**src/hw/rtl/circular_deque_assert.svh**
```systemverilog
// Assertion macros used by the circular deque RTL.
`ifndef CIRCULAR_DEQUE_ASSERT_SVH
`define CIRCULAR_DEQUE_ASSERT_SVH

// Same-cycle implication, disabled while reset is asserted.
`define CDQ_ASSERT_NOW(label, clk, rst_n, ante, cons) \
  label: assert property (@(posedge clk) disable iff (!rst_n) (ante) |-> (cons)) \
    else $error("circular_deque: same-cycle check failed");

// Next-cycle implication, disabled while reset is asserted.
`define CDQ_ASSERT_NEXT(label, clk, rst_n, ante, cons) \
  label: assert property (@(posedge clk) disable iff (!rst_n) (ante) |=> (cons)) \
    else $error("circular_deque: next-cycle check failed");

`endif

```
**src/hw/rtl/cdq_pkg.sv**
```systemverilog
// Package: types, command and status codes for the circular deque.
`timescale 1ns / 1ps
package cdq_pkg;

  localparam int unsigned DefDepth     = 16;
  localparam int unsigned DefDataWidth = 32;

  localparam logic [2:0] CMD_PUSH_FRONT = 3'd0;
  localparam logic [2:0] CMD_PUSH_BACK  = 3'd1;
  localparam logic [2:0] CMD_POP_FRONT  = 3'd2;
  localparam logic [2:0] CMD_POP_BACK   = 3'd3;
  localparam logic [2:0] CMD_DUMP       = 3'd4;

  localparam logic [1:0] STAT_OK    = 2'd0;
  localparam logic [1:0] STAT_EMPTY = 2'd1;
  localparam logic [1:0] STAT_FULL  = 2'd2;

  typedef enum logic {
    ST_IDLE,
    ST_READ
  } state_e;

  typedef struct packed {
    logic [2:0]         cmd;
    logic signed [31:0] data_in;
  } in_item_t;

  typedef struct packed {
    logic signed [31:0] data_out;
    logic [1:0]         status;
    logic               last;
  } out_item_t;

endpackage

```
**src/hw/rtl/circular_deque.sv**
```systemverilog
// Push, full and empty answers go into the output register on the transfer. Pop answers pass the
// memory read register, then the output register; a dump sends its entries the same way, 1 entry
// per cycle while the output drains. Pushes: one per cycle while the output drains. Pop and dump
// hold off new commands until their last result leaves, set by the entry memory's single read port.
// Reset: asynchronous, active low; pointers and occupancy clear, queue empty, memory not cleared.
`timescale 1ns / 1ps
`include "circular_deque_assert.svh"
module circular_deque import cdq_pkg::*; #(
  parameter int unsigned DEPTH      = DefDepth,
  parameter int unsigned DATA_WIDTH = DefDataWidth
) (
  input  logic      clk_i,
  input  logic      rst_ni,
  input  logic      in_valid_i,
  output logic      in_ready_o,
  input  in_item_t  in_data_i,
  output logic      out_valid_o,
  input  logic      out_ready_i,
  output out_item_t out_data_o
);

  localparam int unsigned PtrW = $clog2(DEPTH);
  localparam int unsigned CntW = $clog2(DEPTH + 1);
  localparam logic [PtrW-1:0] PtrMax  = PtrW'(DEPTH - 1);
  localparam logic [CntW-1:0] CntFull = CntW'(DEPTH);
  localparam logic [CntW-1:0] CntOne  = CntW'(1);

  // Ring pointer helpers, wrap at any depth (not only powers of two).
  function automatic logic [PtrW-1:0] ptr_next(input logic [PtrW-1:0] p);
    return (p == PtrMax) ? '0 : p + PtrW'(1);
  endfunction

  function automatic logic [PtrW-1:0] ptr_prev(input logic [PtrW-1:0] p);
    return (p == '0) ? PtrMax : p - PtrW'(1);
  endfunction

  // Control state
  state_e          state_q, state_d;
  logic [PtrW-1:0] head_q, head_d;    // front entry
  logic [PtrW-1:0] tail_q, tail_d;    // slot after the back entry
  logic [CntW-1:0] occ_q, occ_d;      // stored entries
  logic [CntW-1:0] cnt_q, cnt_d;      // results still to send from the read path
  logic [PtrW-1:0] rptr_q, rptr_d;    // next dump read address

  // Output register
  logic      out_valid_q, out_valid_d;
  out_item_t out_q, out_d;
  logic      out_load;

  // Entry memory, one write and one read port, registered read data
  logic [DATA_WIDTH-1:0] mem [DEPTH];
  logic [DATA_WIDTH-1:0] rd_data_q;
  logic                  mem_we;
  logic [PtrW-1:0]       mem_waddr;
  logic [DATA_WIDTH-1:0] mem_wdata;
  logic                  mem_re;
  logic [PtrW-1:0]       mem_raddr;

  logic in_fire;
  logic out_free;
  logic q_empty;

  assign in_fire  = in_valid_i && in_ready_o;
  assign out_free = !out_valid_q || out_ready_i;
  assign q_empty  = (occ_q == '0);

  // Next state: a pop or dump on a non-empty queue goes through the read path.
  always_comb begin
    state_d = state_q;
    case (state_q)
      ST_IDLE: begin
        if (in_fire && !q_empty &&
            (in_data_i.cmd inside {CMD_POP_FRONT, CMD_POP_BACK, CMD_DUMP})) begin
          state_d = ST_READ;
        end
      end
      ST_READ: begin
        // last read result leaves once the output register is free
        if (out_free && (cnt_q == CntOne)) begin
          state_d = ST_IDLE;
        end
      end
      default: state_d = ST_IDLE;
    endcase
  end

  // Datapath and handshake control
  always_comb begin
    in_ready_o = 1'b0;
    head_d     = head_q;
    tail_d     = tail_q;
    occ_d      = occ_q;
    cnt_d      = cnt_q;
    rptr_d     = rptr_q;
    out_load   = 1'b0;
    out_d      = out_q;
    mem_we     = 1'b0;
    mem_waddr  = tail_q;
    mem_wdata  = DATA_WIDTH'($signed(in_data_i.data_in));
    mem_re     = 1'b0;
    mem_raddr  = head_q;

    case (state_q)
      ST_IDLE: begin
        // the output register is empty or drains at this edge
        in_ready_o = out_free;
        if (in_fire) begin
          case (in_data_i.cmd)
            CMD_PUSH_FRONT, CMD_PUSH_BACK: begin
              out_load = 1'b1;
              out_d    = '{data_out: '0, status: STAT_OK, last: 1'b1};
              if (occ_q == CntFull) begin
                out_d.status = STAT_FULL;   // dropped
              end else begin
                mem_we = 1'b1;
                occ_d  = occ_q + CntOne;
                if (in_data_i.cmd == CMD_PUSH_FRONT) begin
                  head_d    = ptr_prev(head_q);
                  mem_waddr = ptr_prev(head_q);
                end else begin
                  mem_waddr = tail_q;
                  tail_d    = ptr_next(tail_q);
                end
              end
            end
            CMD_POP_FRONT, CMD_POP_BACK, CMD_DUMP: begin
              if (q_empty) begin
                out_load = 1'b1;
                out_d    = '{data_out: '0, status: STAT_EMPTY, last: 1'b1};
              end else begin
                mem_re = 1'b1;
                if (in_data_i.cmd == CMD_POP_FRONT) begin
                  mem_raddr = head_q;
                  head_d    = ptr_next(head_q);
                  occ_d     = occ_q - CntOne;
                  cnt_d     = CntOne;
                end else if (in_data_i.cmd == CMD_POP_BACK) begin
                  mem_raddr = ptr_prev(tail_q);
                  tail_d    = ptr_prev(tail_q);
                  occ_d     = occ_q - CntOne;
                  cnt_d     = CntOne;
                end else begin
                  // dump walks front to back, queue left as is
                  mem_raddr = head_q;
                  rptr_d    = ptr_next(head_q);
                  cnt_d     = occ_q;
                end
              end
            end
            default: ;  // unknown command: taken, no result
          endcase
        end
      end
      ST_READ: begin
        // move read data to the output, then fetch the next entry of a dump
        if (out_free) begin
          out_load = 1'b1;
          out_d    = '{data_out: $signed(32'(rd_data_q)),
                       status:   STAT_OK,
                       last:     (cnt_q == CntOne)};
          cnt_d    = cnt_q - CntOne;
          if (cnt_q != CntOne) begin
            mem_re    = 1'b1;
            mem_raddr = rptr_q;
            rptr_d    = ptr_next(rptr_q);
          end
        end
      end
      default: ;
    endcase

    out_valid_d = out_load ? 1'b1 : (out_valid_q && !out_ready_i);
  end

  // Control registers
  always_ff @(posedge clk_i or negedge rst_ni) begin
    if (!rst_ni) begin
      state_q     <= ST_IDLE;
      head_q      <= '0;
      tail_q      <= '0;
      occ_q       <= '0;
      cnt_q       <= '0;
      rptr_q      <= '0;
      out_valid_q <= 1'b0;
    end else begin
      state_q     <= state_d;
      head_q      <= head_d;
      tail_q      <= tail_d;
      occ_q       <= occ_d;
      cnt_q       <= cnt_d;
      rptr_q      <= rptr_d;
      out_valid_q <= out_valid_d;
    end
  end

  // Output payload, no reset
  always_ff @(posedge clk_i) begin
    if (out_load) begin
      out_q <= out_d;
    end
  end

  // Entry memory
  always_ff @(posedge clk_i) begin
    if (mem_we) begin
      mem[mem_waddr] <= mem_wdata;
    end
  end

  always_ff @(posedge clk_i) begin
    if (mem_re) begin
      rd_data_q <= mem[mem_raddr];
    end
  end

  assign out_valid_o = out_valid_q;
  assign out_data_o  = out_q;

  // Checks
  `CDQ_ASSERT_NOW(a_occ_bound, clk_i, rst_ni, 1'b1, occ_q <= CntFull)
  `CDQ_ASSERT_NOW(a_empty_ptrs, clk_i, rst_ni, q_empty, head_q == tail_q)
  `CDQ_ASSERT_NOW(a_read_pending, clk_i, rst_ni, state_q == ST_READ, cnt_q != '0)
  `CDQ_ASSERT_NEXT(a_pop_dec, clk_i, rst_ni,
                   in_fire && !q_empty && in_data_i.cmd == CMD_POP_FRONT,
                   occ_q == $past(occ_q) - CntOne)

endmodule
```
**config.mk**
```make
export PLATFORM = sky130hd
export DESIGN_NAME = circular_deque
export DESIGN_NICKNAME = d
export VERILOG_FILES = /design/src/hw/rtl/cdq_pkg.sv /design/src/hw/rtl/circular_deque.sv
export VERILOG_INCLUDE_DIRS = /design/src /design/src/hw/rtl
export SDC_FILE = /design/constraint.sdc
export NUM_CORES = 1
export LEC_CHECK = 0
export ABC_AREA = 1
export BUFFER_PORTS_ARGS = -buffer_cell sky130_fd_sc_hd__buf_2
export CAP_MARGIN = 5
export CORE_MARGIN = 2
export CORE_UTILIZATION = 55
export CTS_CLUSTER_DIAMETER = 150
export DETAILED_ROUTE_END_ITERATION = 10
export PLACE_DENSITY = 0.7
export SLEW_MARGIN = 20
export SYNTH_ARGS = -nofsm -noshare
export SYNTH_HDL_FRONTEND = slang
export SYNTH_SLANG_ARGS = --single-unit
```
**constraint.sdc**
```tcl
create_clock -name clk_i -period 11 [get_ports clk_i]
set_input_delay 2.2 -clock clk_i [delete_from_list [all_inputs] [get_ports clk_i]]
set_output_delay 2.2 -clock clk_i [all_outputs]
set_load 0.02 [all_outputs]
```
Word level (Yosys, flattened, before mapping)
Memory sizes are Yosys's and may differ from the RTL's. A register that Yosys moved wholly into a read port is not among the register bits.
Cells that the tools add are included.
{"block": "word_totals", "ff_bits": 59, "ramBits": 512, "out_inout_bits": 37, "wordCells": 147, "mem_count": 1}
{"name": "mem", "words": 16, "word_bits": 32, "rd": 1, "rd_ports_with_merged_regs": 1, "write_ports": 1, "line": "circular_deque.sv:51", "rtl": "logic [DATA_WIDTH-1:0] mem [DEPTH];"}
{"block": "op_classes", "add_sub_neg": 8, "eq_ne": 27, "muxes": 77, "bitwise": 1, "reduce_logical": 23}
{"operator": "$pmux W35 S2", "count": 2}
{"operator": "$mux W4", "count": 33}
{"operator": "$mux W35", "count": 3}
{"operator": "$mux W5", "count": 10}
{"operator": "$pmux W4 S2", "count": 4}
{"operator": "$ne A2 B2 Y1 const B", "count": 11}
{"operator": "$pmux W5 S2", "count": 2}
{"operator": "$mux W1", "count": 18}
{"operator": "$reduce_and A7 Y1", "count": 2}
{"operator": "$add A4 B1 Y4 const B", "count": 3}
{"operator": "$eq A4 B4 Y1 const B", "count": 3}
{"operator": "$sub A5 B1 Y5 const B", "count": 2}
{"operator": "$logic_not A4 Y1", "count": 2}
{"operator": "$pmux W1 S2", "count": 4}
{"operator": "$reduce_and A8 Y1", "count": 1}
{"operator": "$sub A4 B1 Y4 const B", "count": 2}
{"operator": "$eq A3 B2 Y1 const B", "count": 2}
{"operator": "$ne A2 B1 Y1 const B", "count": 3}
{"operator": "$ne A3 B3 Y1 const B", "count": 2}
{"operator": "$reduce_and A6 Y1", "count": 1}
{"operator": "$add A5 B1 Y5 const B", "count": 1}
{"operator": "$eq A5 B1 Y1 const B", "count": 1}
{"operator": "$eq A5 B5 Y1 const B", "count": 1}
{"operator": "$logic_and A1 B1 Y1", "count": 5}
{"operator": "other kinds (16)", "count": 18}

Logic depth before layout (Yosys ltp)
{"block": "depth", "depth_word": 8, "mapped_depth": 15, "mapped_depth_nobuf": 13}

Worst setup path after synthesis
No wires, ideal clock.
{"block": "synth_timing", "kind": "input -> register", "from": "in out_ready_i", "to": "reg rd_data_q[0], read port of mem, enable pin", "setup_ns": 0.466, "t_arrival_ns": 4.827, "t_required_ns": 10.534, "path_slack_ns": 5.707, "stages": 5, "path_buffers": 1, "path_cell_list": "inv_1 nand2_1 nand2_2 buf_6 o21ai_0"}
{"block": "synth_between", "elab_chain_len": 5, "elab_cells_between_ends": 9, "cone_classes": "mux (7); reduce/logical (2)"}
{"item": "start: declaration", "line": "circular_deque.sv:18", "rtl": "input logic out_ready_i,"}
{"item": "$logic_or A1 B1 Y1 (*)", "line": "circular_deque.sv:64", "rtl": "assign out_free = !out_valid_q || out_ready_i;"}
{"item": "$mux W1", "line": "circular_deque.sv:103", "rtl": "case (state_q)"}
{"item": "$logic_and A1 B1 Y1", "line": "circular_deque.sv:63", "rtl": "assign in_fire = in_valid_i && in_ready_o;"}
{"item": "$mux W1", "line": "circular_deque.sv:107", "rtl": "if (in_fire) begin"}
{"item": "$pmux W1 S2 (*)", "line": "circular_deque.sv:103"}
{"item": "named net mem_re", "line": "circular_deque.sv:56", "rtl": "logic mem_re;"}
{"item": "end: declaration", "line": "circular_deque.sv:52", "rtl": "logic [DATA_WIDTH-1:0] rd_data_q;"}
Mark *: on every way through the listed nets, which the timed path passes. The rest lies on a longest branch.
A chain may end at the register's enable or synchronous reset.

Final worst setup path
{"block": "layout_timing", "from": "in out_ready_i", "to": "reg rd_data_q[25], read port of mem (data pin)"}
{"block": "layout_between", "elab_chain_len": 5, "elab_cells_between_ends": 9, "cone_classes": "mux (7); reduce/logical (2)"}
{"item": "$logic_or A1 B1 Y1 (*)", "line": "circular_deque.sv:64"}
{"item": "$mux W1", "line": "circular_deque.sv:103"}
{"item": "$logic_and A1 B1 Y1", "line": "circular_deque.sv:63"}
{"item": "$mux W4 / $mux W1 (equally long branches)", "line": "circular_deque.sv:107"}
{"item": "$pmux W4 S2 / $pmux W1 S2 (equally long branches)", "line": "circular_deque.sv:103"}
Every way passes the cells marked *; elsewhere a longest branch is shown, timed or not.

==> impl_metrics.csv <==
group,metric,value,unit
cts,clkSlewWorstSetupHoldPaths,0.06,ns
floorplan,die_area,50690,µm²
pwr,ir_drop,0.2199,mV
critical_path,regToRegSetupSlack,6.52,ns
floorplan,rows,81,
floorplan,fp.dieW,225.1,µm
floorplan,core_area,48650,µm²
global_routing,antenna_found_initial,1,
sta,tightest_slew,1.082,ns
detailed_routing,ant_nets,0,
finish,areaGrowthSynthToFinish,9.820,%
logic_synthesis,ys.flop_type,"edfxtp_1",
detailed_routing,wl_per_cell,20.36,µm
cts,cts_sinks,603,
worst_hold_path,hold_path_class,"reg -> reg",
sta,fmax,0.1827,GHz
sta,finalHoldViolations,0,
cts,post_cts_buffers,0,
finish,n_antenna_cell,0,
cts,numCtsBuffers,59,
logic_synthesis,synth_compound_area_share,1.382,%
detailed_routing,drc,0,
logic_synthesis,synth_edf_count,579,
global_routing,grt_pass1_vias,17870,
finish,mostFrequentLayoutCells,"nand3_1 (627), edfxtp_1 (579), inv_1 (523)",
pwr,pwr_density_cell,284.6,nW/µm²
placement,place_congestion,0.8303,
sta,finalWorstPathRequiredPeriod,5.474,ns
floorplan,ios,76,
sta,setup_viol,0,
critical_path,worstSetupPathType,"in -> reg",
global_routing,grt-ovfl-total,0,
global_routing,grt_pass1_wl,101.5,mm
critical_path,cp.required,11.38,ns
sta,fin_skew,0.02408,ns
finish,nets,2604,
worst_hold_path,hold_depth,2,
logic_synthesis,synth_mux_area_share,0,%
status,run_status,"finished, final reports clean",
logic_synthesis,synthCells,2523,
sta,report.final.slew_viol_count,0,
cts,insertion_delay,0.63,ns
critical_path,start_kind,"input port",
logic_synthesis,ys_types,39,
floorplan,initial_core_util,55.29,%
critical_path,cp-end-kind,"flop",
finish,fin_area,29540,µm²
placement,placed_area,27710,µm²
critical_path,cp.arrival,5.85,ns
logic_synthesis,yosysWarnings,0,
placement,port_buffers,75,
critical_path,crit_start,"out_ready_i",
cts,cts_max_path_buffers,3,
critical_path,rr_startpoint,"state_q",
cts,cts_tree,"done",
logic_synthesis,ys_seq_area_share,66.87,%
logic_synthesis,synth_fa_ha_area_share,0.5396,%
cts,ctsHtreeMaxLevel,2,
critical_path,r2r_cells,13,
worst_hold_path,hp-start,"rd_data_q[15]",
logic_synthesis,synth.cell_area,26900,µm²
cts,clk_root_buffer_cell,"clkbuf_16",
detailed_routing,vias_per_cell,5.669,
floorplan,die_y,225.1,µm
logic_synthesis,syn_area_per_cell,10.66,µm²
sta,slew_headroom,27.87,%
logic_synthesis,syn_nets,2573,
finish,layout_commonest_cell,"nand3_1",
logic_synthesis,async_flop_share,3.980,%
logic_synthesis,synth_top_family_by_area,"simple AND/OR/NAND/NOR gates",
cts,cts-hold-fix-buffers,0,
logic_synthesis,synth_simple_gate_area_share,20.44,%
global_routing,grt_max_degree,194,
run,cap_violations,0,
detailed_routing,dr_total_vias,18260,
sta,post-route-period-util,49.76,%
cts,cts_resized,0,
placement,place_hpwl,32.58,mm
detailed_routing,firstDrtPassIters,6,
global_routing,grt_usage,26.34,%
logic_synthesis,synth_xor_area_share,0.4233,%
logic_synthesis,synth-seq-cells,603,
critical_path,crit_fanout,149,
finish,layout-drive-gt1-share,8.850,%
detailed_routing,drtIter0Drc,1966,
detailed_routing,drt-total-wl,65.59,mm
sta,fin_setup_tns,0,ns
sta,rsz0062_at_grt,"no",
pwr,p_leak,12.48,nW
## cells by family (layout without fill, tap and decap cells)
kind of cell,Yosys count,after routing
and+or+nand+nor,1165,1165
AOI/OAI and AO/OA,66,66
xor gates and xnor gates,13,13
adders and majority gates,11,11
buffers and inverters,665,741
DFF,603,603
## area by class of cell
class	count	area, µm²
fillers	3817	19110
flip-flops and latches	603	17990
multi-input cells	1255	6324
inverters	528	1991
clock buffers	70	1539
well taps	622	778.2
repair buffers	107	628.1
clock inverters	36	290.3
## path summary, 6_finish.rpt
check                                 end
max in group asynchronous         state_q
setup reg to reg            rd_data_q[25]
hold reg to reg            out_data_o[18]
setup / recovery            rd_data_q[25]
min in group asynchronous        occ_q[1]
hold / removal             out_data_o[18]
## per-stage QoR
| stage | utilization (%) | setup slack, ns | hold WS (ns) | total power, mW | instances |
|---|---|---|---|---|---|
| floorplan | - | 5.707 | 0.4814 | 5.568 | 2523 |
| global placement | 56.95 | 5.041 | 0.4856 | 6.396 | 3115 |
| detailed placement | 56.95 | 4.935 | 0.4926 | 6.470 | 3115 |
| CTS | 60.71 | 5.580 | 0.5078 | 8.402 | 3221 |
| global route | 60.72 | 5.252 | 0.5441 | 8.881 | 3221 |
| finish | 60.72 | 5.526 | 0.5047 | 8.405 | 3221 |
## registers in the layout, indices dropped and copies added, names as in the netlist
signal / count
mem: 512
out_data_o: 35
rd_data_q: 32
cnt_q: 5
occ_q: 5
head_q: 4
rptr_q: 4
tail_q: 4
out_valid_o: 1
state_q: 1
## synthesized netlist by cell type, types with 5 or more instances
| master | number | area, µm² |
|---|---|---|
| buf_4 | 9 | 67.56 |
| dfrtp_1 | 24 | 600.6 |
| nand3b_1 | 64 | 480.5 |
| buf_6 | 20 | 225.2 |
| nand3_1 | 628 | 3143 |
| edfxtp_1 | 579 | 17390 |
| inv_1 | 523 | 1963 |
| o21ai_0 | 33 | 165.2 |
| inv_2 | 5 | 18.77 |
| xor2_1 | 9 | 78.83 |
| nand2_1 | 407 | 1528 |
| nor2_1 | 44 | 165.2 |
| o211ai_1 | 5 | 37.54 |
| buf_2 | 80 | 400.4 |
| ha_1 | 10 | 125.1 |
| clkbuf_1 | 24 | 90.09 |
| a21oi_1 | 13 | 65.06 |
## routing by layer
metal / vias up / part of all wire, % / track usage [%]
met3: 174 / 9.1 / 3.872
met4: 2 / 3.5 / 10.94
met1: 8711 / 41 / 35.96
li1: 8426 / - / -
met2: 948 / 47 / 42.66
met5: - / 0.020 / 0
## where the power goes
part	internal (mW)	total [mW]	leakage, nW	switching [mW]
Clock	1.09	1.93	0.876	0.848
Sequential	2.82	2.91	5.54	0.0919
Combinational	0.987	3.56	6.07	2.58
Total	4.89	8.41	12.5	3.52
## critical path, stage by stage
cell     delay (ns)
buf_2          0.07
inv_1          0.04
nand2_1        0.12
nand2_2        0.11
nor2_8         0.16
nand3_4        0.11
nand2_1        0.12
nand3_4        0.53
nand2_8        0.99
buf_4          0.79
nand2_1        0.12
nand3_1        0.12
nand3_1        0.11
nand3_1        0.12
nand2_1        0.06
Power figures use the tool's default switching activity.
